$ cat src/rtd_pkg.sv
`default_nettype none
// ----------------------------------------------------------------------------
// rtd_pkg: shared types and constants of the rotary encoder tick decoder
// Holds the configuration register map, reset values, phase and direction
// codes, and the structs passed between the decoder modules.
// ----------------------------------------------------------------------------
package rtd_pkg;

    // Configuration register map
    localparam int CFG_IDX_W  = 2;
    localparam int CFG_DATA_W = 16;

    localparam logic [CFG_IDX_W-1:0] REG_SLOW_THRESHOLD   = 2'd0;
    localparam logic [CFG_IDX_W-1:0] REG_MEDIUM_THRESHOLD = 2'd1;
    localparam logic [CFG_IDX_W-1:0] REG_FAST_THRESHOLD   = 2'd2;
    localparam logic [CFG_IDX_W-1:0] REG_TIMEOUT_RELOAD   = 2'd3;

    // Reset values of the configuration registers
    localparam logic [7:0]  SLOW_THRESHOLD_RST   = 8'd50;
    localparam logic [7:0]  MEDIUM_THRESHOLD_RST = 8'd20;
    localparam logic [7:0]  FAST_THRESHOLD_RST   = 8'd10;
    localparam logic [15:0] TIMEOUT_RELOAD_RST   = 16'd732;

    // Encoder phase codes (bit1 terminal A, bit0 terminal B)
    localparam logic [1:0] PHASE_DETENT = 2'd3;
    localparam logic [1:0] PHASE_CW     = 2'd2;
    localparam logic [1:0] PHASE_CCW    = 2'd1;

    // Gap counter saturation point
    localparam logic [7:0] GAP_MAX = 8'd255;

    // Direction of the last step
    typedef enum logic [1:0] {
        DIR_NONE = 2'd0,
        DIR_CW   = 2'd1,
        DIR_CCW  = 2'd2
    } dir_t;

    // One sampled tick as held in the input register
    typedef struct packed {
        logic       restart_timeout;
        logic       extra_pressed;
        logic       knob_pressed;
        logic [1:0] phase;
    } tick_t;

    // Button edges and timeout flag of one tick
    typedef struct packed {
        logic knob_rise;
        logic knob_fall;
        logic extra_rise;
        logic extra_fall;
        logic timeout_hit;
    } evt_t;

    // Threshold set for the speed magnitude
    typedef struct packed {
        logic [7:0] slow;
        logic [7:0] mid;
        logic [7:0] fast;
    } thr_t;

endpackage : rtd_pkg
`default_nettype wire

$ cat src/rtd_encoder.sv
`default_nettype none
// ----------------------------------------------------------------------------
// rtd_encoder: quadrature step decoder with speed-dependent magnitude
// Detects leaving the detent, tracks direction and tick gap, and returns
// the signed step of the current tick. State advances on tick_en.
// ----------------------------------------------------------------------------
module rtd_encoder (
    input  wire logic               aclk,
    input  wire logic               aresetn,
    input  wire logic               tick_en,
    input  wire logic [1:0]         phase,
    input  wire rtd_pkg::thr_t      thr,
    output logic signed [3:0]       step
);

    logic [1:0]    prev_phase_reg, prev_phase_next;
    logic [7:0]    gap_reg, gap_next;
    rtd_pkg::dir_t dir_reg, dir_next;

    logic       leave_cw;
    logic       leave_ccw;
    logic [2:0] speed_mag;
    logic [2:0] mag;

    // Pick magnitude from the gap, thresholds checked slow to fast
    always_comb begin
        priority if (gap_reg > thr.slow) begin
            speed_mag = 3'd1;
        end else if (gap_reg > thr.mid) begin
            speed_mag = 3'd2;
        end else if (gap_reg > thr.fast) begin
            speed_mag = 3'd3;
        end else begin
            speed_mag = 3'd4;
        end
    end

    assign leave_cw  = (prev_phase_reg == rtd_pkg::PHASE_DETENT) &&
                       (phase == rtd_pkg::PHASE_CW);
    assign leave_ccw = (prev_phase_reg == rtd_pkg::PHASE_DETENT) &&
                       (phase == rtd_pkg::PHASE_CCW);

    // Decode step, direction and gap update
    always_comb begin
        mag             = 3'd0;
        dir_next        = dir_reg;
        gap_next        = gap_reg;
        prev_phase_next = phase;
        priority if (leave_cw) begin
            mag      = (dir_reg == rtd_pkg::DIR_CW) ? speed_mag : 3'd1;
            dir_next = rtd_pkg::DIR_CW;
            gap_next = 8'd0;
        end else if (leave_ccw) begin
            mag      = (dir_reg == rtd_pkg::DIR_CCW) ? speed_mag : 3'd1;
            dir_next = rtd_pkg::DIR_CCW;
            gap_next = 8'd0;
        end else if (gap_reg != rtd_pkg::GAP_MAX) begin
            gap_next = gap_reg + 8'd1;
        end else begin
            // hold the saturated gap
            gap_next = rtd_pkg::GAP_MAX;
        end
    end

    // Negate for counter-clockwise
    assign step = leave_ccw ? $signed(4'd0 - {1'b0, mag}) : $signed({1'b0, mag});

    // Hold state between ticks
    always_ff @(posedge aclk) begin
        if (!aresetn) begin
            prev_phase_reg <= 2'd0;
            gap_reg        <= 8'd0;
            dir_reg        <= rtd_pkg::DIR_NONE;
        end else if (tick_en) begin
            prev_phase_reg <= prev_phase_next;
            gap_reg        <= gap_next;
            dir_reg        <= dir_next;
        end
    end

endmodule : rtd_encoder
`default_nettype wire

$ cat src/rtd_events.sv
`default_nettype none
// ----------------------------------------------------------------------------
// rtd_events: button edge detection and timeout down-counter
// Compares button levels against the previous tick and runs a reloadable
// counter that flags reaching zero. State advances on tick_en.
// ----------------------------------------------------------------------------
module rtd_events (
    input  wire logic        aclk,
    input  wire logic        aresetn,
    input  wire logic        tick_en,
    input  wire logic        knob_pressed,
    input  wire logic        extra_pressed,
    input  wire logic        restart_timeout,
    input  wire logic [15:0] timeout_reload,
    output rtd_pkg::evt_t    evt
);

    logic        knob_old_reg, knob_old_next;
    logic        extra_old_reg, extra_old_next;
    logic [15:0] timeout_reg, timeout_next;
    logic        hit;

    // Button edges against the old levels
    assign evt.knob_rise  = knob_pressed & ~knob_old_reg;
    assign evt.knob_fall  = ~knob_pressed & knob_old_reg;
    assign evt.extra_rise = extra_pressed & ~extra_old_reg;
    assign evt.extra_fall = ~extra_pressed & extra_old_reg;
    assign evt.timeout_hit = hit;

    assign knob_old_next  = knob_pressed;
    assign extra_old_next = extra_pressed;

    // Reload on restart, otherwise count down while nonzero
    always_comb begin
        timeout_next = timeout_reg;
        hit          = 1'b0;
        if (restart_timeout) begin
            timeout_next = timeout_reload;
        end else if (timeout_reg != 16'd0) begin
            timeout_next = timeout_reg - 16'd1;
            hit          = (timeout_reg == 16'd1);
        end
    end

    always_ff @(posedge aclk) begin
        if (!aresetn) begin
            knob_old_reg  <= 1'b0;
            extra_old_reg <= 1'b0;
            timeout_reg   <= 16'd0;
        end else if (tick_en) begin
            knob_old_reg  <= knob_old_next;
            extra_old_reg <= extra_old_next;
            timeout_reg   <= timeout_next;
        end
    end

endmodule : rtd_events
`default_nettype wire

$ cat src/rotary_encoder_tick_decoder.sv
`default_nettype none
// ----------------------------------------------------------------------------
// rotary_encoder_tick_decoder: quadrature knob decoder driven by timer ticks
// Each input transfer is one tick; each tick yields exactly one result.
// ----------------------------------------------------------------------------
// Usage:
//   The s_ channel carries one sampled tick per transfer: encoder phase,
//   two button levels and a timeout restart request. The m_ channel returns
//   one result per tick: signed step (-4..4), four button edge flags, the
//   timeout flag and a wake flag that ORs all events.
//   A tick passes an input register, then the decode logic, then the result
//   register, which drives m_tvalid. Throughput is one tick per cycle while
//   the receiver keeps m_tready high; decoder state is updated as a tick
//   moves from the input register into the result register.
//   When the receiver stalls, the result register holds and the input
//   register still takes one more tick; s_tready drops only when both are
//   full.
//   Reset (aresetn low, synchronous) empties both registers, clears the
//   decoder state and loads the configuration registers with their defaults.
//   Configuration is written via cfg_wr_en/cfg_index/cfg_wdata, one register
//   per cycle, by the user only while no tick is in flight (unchecked).
// ----------------------------------------------------------------------------
module rotary_encoder_tick_decoder (
    input  wire logic                            aclk,
    input  wire logic                            aresetn,
    // Configuration write port
    input  wire logic                            cfg_wr_en,
    input  wire logic [rtd_pkg::CFG_IDX_W-1:0]   cfg_index,
    input  wire logic [rtd_pkg::CFG_DATA_W-1:0]  cfg_wdata,
    // Tick input
    input  wire logic                            s_tvalid,
    output logic                                 s_tready,
    // [1:0] phase, [2] knob_pressed, [3] extra_pressed, [4] restart_timeout
    input  wire logic [7:0]                      s_tdata,
    // Result output
    output logic                                 m_tvalid,
    input  wire logic                            m_tready,
    // [3:0] step, [4] knob_rise, [5] knob_fall, [6] extra_rise,
    // [7] extra_fall, [8] timeout_hit, [9] wake
    output logic [15:0]                          m_tdata
);

    rtd_pkg::thr_t  thr_reg;
    logic [15:0]    reload_reg;

    logic           in_valid_reg;
    rtd_pkg::tick_t in_tick_reg;
    logic           res_valid_reg;
    logic [9:0]     res_data_reg;

    logic           advance;
    logic           s_fire;
    logic signed [3:0] step;
    rtd_pkg::evt_t  evt;
    logic           wake;
    logic [9:0]     res_next;

    // Configuration registers
    always_ff @(posedge aclk) begin
        if (!aresetn) begin
            thr_reg.slow   <= rtd_pkg::SLOW_THRESHOLD_RST;
            thr_reg.mid    <= rtd_pkg::MEDIUM_THRESHOLD_RST;
            thr_reg.fast   <= rtd_pkg::FAST_THRESHOLD_RST;
            reload_reg     <= rtd_pkg::TIMEOUT_RELOAD_RST;
        end else if (cfg_wr_en) begin
            unique case (cfg_index)
                rtd_pkg::REG_SLOW_THRESHOLD:   thr_reg.slow   <= cfg_wdata[7:0];
                rtd_pkg::REG_MEDIUM_THRESHOLD: thr_reg.mid    <= cfg_wdata[7:0];
                rtd_pkg::REG_FAST_THRESHOLD:   thr_reg.fast   <= cfg_wdata[7:0];
                rtd_pkg::REG_TIMEOUT_RELOAD:   reload_reg     <= cfg_wdata;
                default: ;
            endcase
        end
    end

    // Handshake: move tick on when the result register is free or draining
    assign advance  = in_valid_reg && (!res_valid_reg || m_tready);
    assign s_tready = !in_valid_reg || advance;
    assign s_fire   = s_tvalid && s_tready;

    // Input register
    always_ff @(posedge aclk) begin
        if (!aresetn) begin
            in_valid_reg <= 1'b0;
        end else if (s_tready) begin
            in_valid_reg <= s_tvalid;
        end
    end

    always_ff @(posedge aclk) begin
        if (s_fire) begin
            in_tick_reg <= rtd_pkg::tick_t'(s_tdata[4:0]);
        end
    end

    rtd_encoder u_encoder (
        .aclk    (aclk),
        .aresetn (aresetn),
        .tick_en (advance),
        .phase   (in_tick_reg.phase),
        .thr     (thr_reg),
        .step    (step)
    );

    rtd_events u_events (
        .aclk            (aclk),
        .aresetn         (aresetn),
        .tick_en         (advance),
        .knob_pressed    (in_tick_reg.knob_pressed),
        .extra_pressed   (in_tick_reg.extra_pressed),
        .restart_timeout (in_tick_reg.restart_timeout),
        .timeout_reload  (reload_reg),
        .evt             (evt)
    );

    // Combine into one result word
    assign wake = (step != 4'sd0) || evt.knob_rise || evt.knob_fall ||
                  evt.extra_rise || evt.extra_fall || evt.timeout_hit;

    assign res_next = {wake, evt.timeout_hit, evt.extra_fall, evt.extra_rise,
                       evt.knob_fall, evt.knob_rise, step};

    // Result register
    always_ff @(posedge aclk) begin
        if (!aresetn) begin
            res_valid_reg <= 1'b0;
        end else if (advance) begin
            res_valid_reg <= 1'b1;
        end else if (m_tready) begin
            res_valid_reg <= 1'b0;
        end
    end

    always_ff @(posedge aclk) begin
        if (advance) begin
            res_data_reg <= res_next;
        end
    end

    assign m_tvalid = res_valid_reg;
    assign m_tdata  = {6'd0, res_data_reg};

endmodule : rotary_encoder_tick_decoder
`default_nettype wire
$ cat config.mk
export PLATFORM = sky130hd
export DESIGN_NAME = rotary_encoder_tick_decoder
export DESIGN_NICKNAME = d
export VERILOG_FILES = /design/src/rtd_pkg.sv /design/src/rtd_encoder.sv /design/src/rtd_events.sv /design/src/rotary_encoder_tick_decoder.sv
export SDC_FILE = /design/constraint.sdc
export NUM_CORES = 1
export LEC_CHECK = 0
export BUFFER_PORTS_ARGS = -buffer_cell sky130_fd_sc_hd__buf_4
export CAP_MARGIN = 20
export CORE_UTILIZATION = 30
export DETAILED_ROUTE_END_ITERATION = 6
export MAX_ROUTING_LAYER = met4
export SLEW_MARGIN = 30
export SYNTH_ARGS = -nofsm -noshare
export SYNTH_HDL_FRONTEND = slang
export SYNTH_SLANG_ARGS = --single-unit
$ cat constraint.sdc
create_clock -name aclk -period 2.9 [get_ports aclk]
set_input_delay 0.58 -clock aclk [delete_from_list [all_inputs] [get_ports aclk]]
set_output_delay 0.58 -clock aclk [all_outputs]
set_load 0.05 [all_outputs]
# After elaboration in Yosys (flattened, before gate mapping)
# Cells that the tools add are included.
# op_classes
n_lt_le_gt_ge	3
addsub	3
n_mux	19
n_eq_ne	10
n_bitwise	8
reduce_logical	25
# ops
op	n
16-bit two-way mux	2
8-bit > comparator	3
8-bit two-way mux	3
3-bit two-way mux	7
16-bit by 1-bit == test with 1-bit output (second input constant)	1
16-bit nonzero test	1
16-bit by 1-bit subtractor with 16-bit output (second input constant)	1
2-bit AND reduction	6
2-bit == test (second input constant)	5
8-bit by 1-bit adder with 8-bit output (second input constant)	1
8-bit inequality test (second input constant)	1
1-bit logical OR	7
2-bit by 1-bit == test with 1-bit output (second input constant)	3
2-bit nonzero test	3
1-bit AND	4
1-bit logical AND	4
1-bit two-way mux	4
2-bit two-way mux	2
4-bit two-way mux	1
1-bit NOT	4
4-bit nonzero test	1
1-bit by 3-bit subtractor with 4-bit output (first input constant)	1
1-bit logical NOT	2
2-bit logical NOT	1
# word_totals
elab_cells	85
output_inout_bits	18
ff_bits	87

# Depth between registers and ports, before layout
# Gate-level depths: netlist (run 1).
# logic_depth
ltp_word	15
ltp_mapped	11
mapped_depth_nobuf	11

# By module
# A second synthesis (run 1) with hierarchy kept.
# hier_totals
cells_unflattened	529
area_unflattened_um2	4732.0
# by_module_without_submodules
module	area_each_um2	n_inst	cells_each
rotary_encoder_tick_decoder	2185.8	1	194
rtd_encoder	1343.8	1	175
rtd_events	1202.4	1	160

# Worst setup path after synthesis (run 1)
# Ideal clock, no wire load.
# synth_timing
path_kind	flip-flop to flip-flop
startpoint	register u_encoder.gap_reg[1]
endpoint	register res_data_reg[2] (data pin)
stages_incl_launch_ff	11
t_arrival_ns	1.956
setup_slack_ns	0.682
setup_time_ns	0.262
path_cell_list	dfxtp_1 -> ha_1 -> nor2b_1 -> o211ai_1 -> a21oi_1 -> o22ai_1 -> nand2b_1 -> a31o_2 -> ha_1 -> nor3_1 -> xnor2_1
# synth_between
elab_chain_len	9
word_cells_on_any_way	12
# synth_rtl
item	line	source
from (decl)	rtd_encoder.sv:17	logic [7:0] gap_reg, gap_next;
from (signal assigned)	rtd_encoder.sv:76	gap_reg <= gap_next;
8-bit > comparator	rtd_encoder.sv:31	end else if (gap_reg > thr.fast) begin
3-bit two-way mux	rtd_encoder.sv:31	
3-bit two-way mux	rtd_encoder.sv:29	end else if (gap_reg > thr.mid) begin
3-bit two-way mux (*)	rtd_encoder.sv:27	priority if (gap_reg > thr.slow) begin
3-bit two-way mux	rtd_encoder.sv:54	mag = (dir_reg == rtd_pkg::DIR_CCW) ? speed_mag : 3'd1;
3-bit two-way mux	rtd_encoder.sv:53	end else if (leave_ccw) begin
3-bit two-way mux (*)	rtd_encoder.sv:49	priority if (leave_cw) begin
1-bit by 3-bit subtractor with 4-bit output	rtd_encoder.sv:66	assign step = leave_ccw ? $signed(4'd0 - {1'b0, mag}) : $signed({1'b0, mag});
4-bit two-way mux (*)	rtd_encoder.sv:66	
via step[2]	rotary_encoder_tick_decoder.sv:53	logic signed [3:0] step;
to (signal assigned)	rotary_encoder_tick_decoder.sv:136	res_data_reg <= res_next;
to (decl)	rotary_encoder_tick_decoder.sv:49	logic [9:0] res_data_reg;
# The timed path passes the listed nets; every way through them passes the cells marked *.
# A chain may end at the register's enable or synchronous reset.

# Worst setup path in the final report (run 1)
# layout_timing
startpoint	register u_events.timeout_reg[0]
endpoint	register u_events.timeout_reg[0]
# layout_between
elab_chain_len	3
word_cells_on_any_way	6
# layout_rtl
item	line	source
from (decl)	rtd_events.sv:20	logic [15:0] timeout_reg, timeout_next;
from (signal assigned)	rtd_events.sv:53	timeout_reg <= timeout_next;
16-bit by 1-bit subtractor with 16-bit output or 16-bit nonzero test (tied branches)	rtd_events.sv:40, rtd_events.sv:39	
16-bit two-way mux or 2-bit nonzero test (tied branches)	--	
16-bit two-way mux or 2-bit AND reduction (tied branches)	--	
# Several ways; a longest one is shown, not always the timed one. The select of a mux whose other input is x is not followed.

==> results.md, run 1 <==
- The fraction of final layout cells sized beyond drive strength 1 is 0.134.
- Of the total synthesized cell area, the portion taken by full adders, half adders and majority gates is 0.0795.
- The number of endpoints with negative hold slack in the final report came to 0.
- The clock slew seen by the registers of the worst setup and hold paths is ~60 ps.
- Data on the critical path arrives at its endpoint at 2770 ps.
- Dividing total power by cell area gives a power density of roughly 560 mW/mm^2.
- The nature of the critical path endpoint is a flip-flop.
- The final cell count without fillers is between 700 and 800.
- After synthesis, the largest family of logic cells by area is simple AND/OR/NAND/NOR gates.
- The complex-gate fraction of the synthesized area is 0.184.
- TritonCTS built the clock tree.
- The count of clock tree sinks is 87.
- In the synthesized netlist, the number of instances is between 500 and 600.
- The routed wirelength normalized by instance count is roughly 14 um.
- Measured along the y axis, the die boundary spans 123 um.
- In the routed design, unresolved DRC markers number 0.
- The total number of nets in the final design is between 600 and 700.
- The largest net degree at the start of global routing is 39.
- Measured on the finished design, the core utilization comes to 0.363.
- Detailed placement finished with a half-perimeter wire length of between 7 and 8 mm.
- Summed over all layers, the global routing overflow is 0.
- The worst setup path is of the flip-flop to flip-flop kind.
- The via count of the first global-routing pass was 3535.
- The first TritonRoute pass finished after 4 iterations.
- The global-route usage over all layers is 0.149.
- The number of flops mapped to enable cells by yosys is 15.
- Setup repair after global routing left no endpoint under its margin.
- The worst slew slack as a fraction of its limit is 0.475.
- The number of DRC markers in iteration 0 is about 310.
- At the pin with the least slew margin, the transition time is approximately 800 ps.
- At the end of routability-driven placement, the weighted congestion stood at 0.820.
- Summed over all layers, the routed wires come to ~11 mm.
- The post-synthesis sequential element count is between 80 and 90.
- The sequential cell area fraction in the yosys report is 0.429.
- The worst min-delay path class is input port to flip-flop.
- The number of distinct library cell variants in the gate-level netlist after synthesis is 52.
- The simple-gate portion of the synthesized area is 0.228.
- The clock period minus final worst setup slack is ~2500 ps.
- The count of hold-fix buffers inserted at cts is 0.
- The average size of a mapped cell is between 8 and 9 um^2.
- The buffer depth of the longest clock path is 2.
- The worst clock skew is ~3.5 ps.
- Data on the critical path is required at its endpoint by around 3200 ps.
- The library cell used most frequently in the layout, excluding fill and tap cells, is nand2_1.
- The run finished with clean final reports.
- The number of nets with antenna violations after routing is 0.
- The placed instances occupy a cell area of about 0.0048 mm^2.
- Of the total synthesized cell area, the portion taken by XOR and XNOR cells is 0.00199.
- The top-level I/O count is slightly below 50.
- The number of I/O port buffers is 39.
- The portion of synthesized area spent on multiplexers is 0.0159.
- After routing the design area is 0.00512 mm^2.
- Counting flops with an async set or reset pin after synthesis yields a share of 0.
- Buffers added to address setup during post-CTS repair amount to 0.
- The top cell types in the final layout, fill and taps aside, are nand2_1 (90), dfxtp_1 (72), a21oi_1 (60), buf_4 (45), nor2_1 (41).
- The tree is rooted in a clkbuf_16.
- The final-layout setup total negative slack is 0 ps.
- The register with the most flip-flops in the layout has 24 of them.
- The period utilization is 0.868.
- 0 antenna diodes ended up in the layout.
- The initial antenna violation count is 0.
- Using the TritonRoute via totals, the vias-per-cell ratio works out to a little over 5.
- Clock latency on the worst-skew pair, taken at its later pin, is between 300 and 400 ps.
- The tightest hold margin is 411 ps.
- The die covers roughly 0.015 mm^2.
- The number of standard-cell rows in the floorplan is 43.
- The maximum vdd ir drop is about 0.29 mV.
- The area growth from synthesis to layout is 16.3%.
- Setup violations remaining at the end of the flow were counted as 0.
- The maximum operating frequency is approximately 0.40 GHz.
- The starting utilization of the core area is 0.313.
- The instance count after placement with tap cells included is about 730.
- The H-tree depth reported by CTS is 3.
- The core region area is around 0.014 mm^2.
- The quantity of gates resized following cts is 0.
- The first global-routing pass estimated about 17 mm of wire.
- The static power due to leakage is just over 0.002 uW.
- The critical-path maximum fanout is 25.
- The number of buffers created by CTS is 9.
- The total number of vias is around 3800.
- The mapped netlist covers between 0.004 and 0.005 mm^2.
- The number of pins with negative max-slew slack in the final report is 0.
- During synthesis, Yosys emitted a total of 0 warnings.
- The tool flagged a number of max-cap violations equal to 0.
- The die is ~120 um wide.
- The worst setup path is launched from a flip-flop.
- For this run, the leading register cell type out of synthesis is dfxtp_1.
stage by stage:
step                      total power, uW  worst slack [ps]
after floorplan                      1680               682
after global placement               1780               455
after detailed placement             1800               416
after CTS                            2910               412
after global routing                 3010               139
final                                2890               382
critical path, cell delays in order (launching register included):
cell and delay, ps:
dfxtp_1 390, inv_1 110, ha_1 280, nor3b_1 210
and2_1 260, a31oi_4 620, o21ai_0 240, a221oi_2 320
final timing paths:
| kind | to | cells past startpoint | from | slack (ps) |
|---|---|---|---|---|
| worst max-delay path | u_events.timeout_reg[0]$_SDFFE_PN0P_ | 7 | u_events.timeout_reg[0]$_SDFFE_PN0P_ | 380 |
| worst min-delay path | in_tick_reg[1]$_DFFE_PP_ | 1 | s_tdata[1] | 410 |
| worst max register to register | u_events.timeout_reg[0]$_SDFFE_PN0P_ | 7 | u_events.timeout_reg[0]$_SDFFE_PN0P_ | 380 |
| worst min register to register | thr_reg[4]$_SDFFE_PN0P_ | 2 | thr_reg[4]$_SDFFE_PN0P_ | 460 |
cell usage after synthesis, types with 2 or more instances:
master	n	area [um^2]
nor4_1	4	25.0
a22oi_1	6	45.0
buf_4	6	45.0
ha_1	28	350
o22ai_1	5	31.3
a31o_2	2	17.5
o21ai_2	2	17.5
nand3b_1	2	15.0
nand3_1	19	95.1
buf_6	2	22.5
a221oi_2	2	30.0
a21oi_1	60	300
and2_1	5	31.3
o41ai_1	2	17.5
inv_1	30	113
nor2b_1	11	68.8
dfxtp_1	72	1440
mux2i_1	7	70.1
clkbuf_1	18	67.6
a211oi_1	3	22.5
nor3b_1	2	15.0
a22o_1	2	17.5
nand2b_1	5	31.3
o211ai_1	8	60.1
nand2_1	90	338
nand4_1	9	56.3
and3_1	4	25.0
edfxtp_1	15	450
buf_1	4	15.0
or2_2	2	12.5
o31ai_1	2	15.0
nor2_1	41	154
a31oi_1	5	31.3
o21ai_0	27	135
nor3_1	12	60.1
area by class of cell:
class / instances / area (um^2)
inverter: 31 / 116
multi-input combinational: 388 / 2270
timing repair buffer: 45 / 338
fill: 1467 / 8970
clock inverter: 5 / 32.5
sequential: 87 / 1890
tap: 180 / 225
clock buffer: 11 / 253
per-layer routing:
metal / global-route usage / vias to the layer above / wire [um]
met1: 0.192 / 1751 / 5090
met3: 0.0217 / 20 / 434
li1: - / 1916 / -
met4: 0.0723 / 0 / 230
met5: - / - / 0
met2: 0.227 / 86 / 4770
cells by family (layout without fill, tap and decap cells):
| kind of cell | count (synthesis) | in the layout |
|---|---|---|
| mux | 7 | 7 |
| simple gates | 213 | 213 |
| other cells | 1 | 6 |
| compound gates | 133 | 133 |
| buf+inv | 61 | 92 |
| fa+ha+maj | 28 | 28 |
| xor+xnor | 1 | 1 |
| flops | 87 | 87 |
where the power goes:
| group | switching, uW | internal (uW) | total [uW] |
|---|---|---|---|
| sequential | 44.0 | 1280 | 1330 |
| clock | 488 | 626 | 1110 |
| combinational | 282 | 161 | 443 |
| total | 814 | 2070 | 2890 |
(Power assumes the default switching activity.)
==> run 2, diff against run 1 <==
- ABC_AREA: unset -> 1
- SLEW_MARGIN: 30 -> 40
==> run 2 against run 1 <==
Synthesized cell count is 15% higher. Sequential cell count stayed put. Combinational power is 9.7% higher. Sequential share of layout area is 1.3 points lower. Clock power is 11% higher.
==> results.md, run 2 <==
- Max-cap violations in this run came to 0.
- dfxtp_1 takes more of the synthesized area than any other cell.
- For the final routed database, the setup TNS stands at 0 ps.
- The tree is rooted in a clkbuf_16.
- The antenna cell count is 0.
- The count of buffers added by post-CTS timing repair for setup is 0.
- The required time at the worst-slack endpoint is about 3000 ps.
- Pin placement for this block handled between 40 and 50 I/O pins.
- Measured along the y axis, the die boundary spans between 100 and 150 um.
- In the routed design, unresolved DRC markers number 0.
- The nature of the critical path endpoint is a flip-flop.
- In the final layout, the share of cells above drive strength 1 is 0.131.
- The flow ran to the end, and the final reports show no timing, DRC or antenna violations.
- Routability-driven placement finished with a final weighted congestion of ~0.8.
- From synthesis to final layout, the design area changed by 16.9%.
- Entering global routing, the biggest net connects 33 pins.
- The first global-routing pass estimated about 18 mm of wire.
- The routing usage on met2 is 0.241.
- Yosys mapped the design onto 38 distinct sky130hd cell types.
- The vias per cell is about 4.6.
- The number of pins with negative max-slew slack in the final report was 0.
- By instance count, the cell type seen most on the critical path is nand2_1.
- The final layout contains routed wiring with a total length of between 10 and 15 mm.
- For the pin with the worst max-slew slack, the measured transition is between 500 and 600 ps.
- The flip-flop count of the largest register after layout is 24.
- For this run, the number of Yosys warnings is 0.
- In the post-route analysis, the smallest setup slack over all paths is approximately 700 ps.
- The H-tree generated during clock tree synthesis spans 3 levels.
- The kind of start point of the critical path is a flip-flop.
- The total congestion overflow after global routing is 0.
- The worst min-delay path class is input port to flip-flop.
- The maximum operating frequency is around 0.45 GHz.
- The via count of the first global-routing pass is around 3700.
- The number of endpoints with negative hold slack in the final report came to 0.
- The worst slew slack as a fraction of its limit is 0.603.
- Walking the worst path, the cells encountered are ha_1 -> nand2_1 -> inv_1 -> nand2_1 -> nand2_1 -> nand2_1 -> nand2_1 -> nand2_1 -> nand3_1 -> nand2_1 -> nand2_1 -> ha_1 -> nor2_1 -> inv_1 -> nand2_1 -> nand2_1.
- Dividing total power by cell area gives a power density of approximately 570 mW/mm^2.
- The mapped netlist covers between 0.004 and 0.005 mm^2.
- The initial antenna violation count is 0.
- In the synthesized netlist, the cells that appear most often are nand2_1 (125), inv_1 (76), dfxtp_1 (72).
- The number of standard-cell rows in the floorplan is 44.
- Each instance of the synthesized netlist takes up on average ~7.5 um^2.
- The wire-length estimate of the detail-placed layout is roughly 7.5 mm.
- The TritonCTS clock tree is done.
- For this block, the via count after detailed routing is between 3000 and 4000.
- The number of nets with antenna violations after routing is 0.
- The setup slack of the worst register-to-register path is 700 ps.
- Clock tree synthesis found a total of 87 sinks.
- The library cells used most frequently in the layout, excluding fill and tap cells, are nand2_1 (125), inv_1 (76), dfxtp_1 (72), nor2_1 (64).
- The number of DRC markers in iteration 0 is 269.
- In the post-synthesis netlist, the biggest area contributors are dfxtp_1 (32%), nand2_1 (10%), edfxtp_1 (9.9%).
- The count of hold-fix buffers inserted at cts is 0.
- The overall die width is ~130 um.
- In this run the deepest clock path goes through 2 buffers.
- Clock-pin slew was measured on the worst setup and hold paths at ~60 ps.
- The starting utilization of the core area is 0.310.
- The maximum cell stage delay along the critical path is approximately 520 ps.
- The met1 track utilization from global routing is 0.174.
- The critical-path cell with the highest stage delay is dfxtp_1.
- The most repeated cell in the gate-level netlist after synthesis is nand2_1.
- Counting flops with a built-in enable in the synthesized netlist gives 15.
- The signal arrival time at the worst endpoint is roughly 2300 ps.
- The critical-path maximum fanout is 7.
- The core region is between 0.01 and 0.015 mm^2.
- In this run the static leakage power is between 0.002 and 0.0025 uW.
- The cell family contributing the most delay on the critical path is simple AND/OR/NAND/NOR gates.
- The critical path is of the flip-flop to flip-flop type.
- IR analysis of the VDD net gives a maximum drop of about 0.33 mV.
- The worst path needs around 2200 ps of the cycle, external delays included.
- Dividing the final minimum period by the clock period gives 0.759.
- The area share of the leading cell type in the synthesized netlist is 0.317.
- Of the synthesized area, sequential elements account for 0.416.
- The number of buffers created by CTS is 9.
- Between clock sinks in the finished design, the worst skew comes to slightly below 6 ps.
- After layout, the design draws a total of a little over 3000 uW.
- The total number of nets in the final design is between 700 and 800.
- The total setup violations reported at the end of the flow is 0.
- Timing analysis after detailed placement gives a worst setup slack of around 680 ps.
- The length of the first detailed-routing pass in iterations is 6.
- The area of the die is roughly 0.016 mm^2.
- In the global route stage, overall resource usage came out at 0.146.
- The routed wirelength normalized by instance count is between 10 and 15 um.
- The library cell used most frequently in the layout, excluding fill and tap cells, is nand2_1.
- In this run, synthesis produced a sequential element count of 87.
- The global routing stage identified its most utilized layer as met2.
- The number of I/O port buffers is 39.
- Setup repair after global routing left no endpoint under its margin.
- The met3 track demand over resource in global routing is 0.0381.
- The quantity of gates resized following cts is 0.
- After technology mapping, the gate count stands at roughly 610.
- At the later pin of the worst-skew pair, clock insertion delay measures ~340 ps.
- The number of buffers and inverters on the critical path is 2.
- The most common flop cell mapped by yosys is dfxtp_1.
- For this run, asynchronously set or reset flops after synthesis account for 0.
## run 2: cell types whose count changed in the layout (fill, tap and decap cells not counted), moves of 7 or more
cell     before  now
a21oi_2       0    7
inv_1        30   76
nand2_1      90  125
nand3_1      19   28
nor2_1       41   64
nor2b_1      11    0
nor3_1       12    5
o21ai_0      27   56
## run 2: through the flow
stage / hold WS, ps / std cells / utilization / area [um^2]
after global placement: 437 / 819 / 0.341 / 5000
after floorplan: 425 / 614 / - / 4560
final: 410 / 835 / 0.363 / 5310
after CTS: 394 / 835 / 0.363 / 5310
after detailed placement: 441 / 819 / 0.341 / 5000
after global routing: 394 / 835 / 0.363 / 5310
## run 2: layout make-up
class / count / area, um^2
clock buffer: 11 / 233
clock inverter: 5 / 81.3
fill: 1563 / 9330
inverter: 78 / 298
multi-input combinational: 424 / 2230
sequential: 87 / 1890
tap: 184 / 230
timing repair buffer: 46 / 345
## run 2: worst paths after layout
path,start,endpoint,depth (start not counted)
hold / removal,s_tdata[2],in_tick_reg[2]$_DFFE_PP_,1
hold reg to reg,reload_reg[11]$_SDFFE_PN0P_,reload_reg[11]$_SDFFE_PN0P_,2
setup / recovery,u_encoder.gap_reg[3]$_SDFFE_PN0P_,res_data_reg[2]$_DFFE_PP_,16
setup reg to reg,u_encoder.gap_reg[3]$_SDFFE_PN0P_,res_data_reg[2]$_DFFE_PP_,16
## run 2: cells by family after synthesis
logic type | share of synthesized area
compound gates | 0.165
xor+xnor | 0.00578
fa+ha+maj | 0.0771
buf+inv | 0.0963
flops | 0.416
mux | 0.00440
other cells | 0.000825
simple gates | 0.234
## run 2: per-layer routing
| metal | wire [um] | part of all wire |
|---|---|---|
| met2 | 4880 | 0.48 |
| met3 | 307 | 0.030 |
| met5 | 0 | 0 |
| met4 | 167 | 0.016 |
| met1 | 4910 | 0.48 |
## run 2: where the power goes
| part | switching, uW | total, uW | internal (uW) |
|---|---|---|---|
| clock | 476 | 1230 | 756 |
| combinational | 320 | 486 | 167 |
| sequential | 40.2 | 1330 | 1290 |
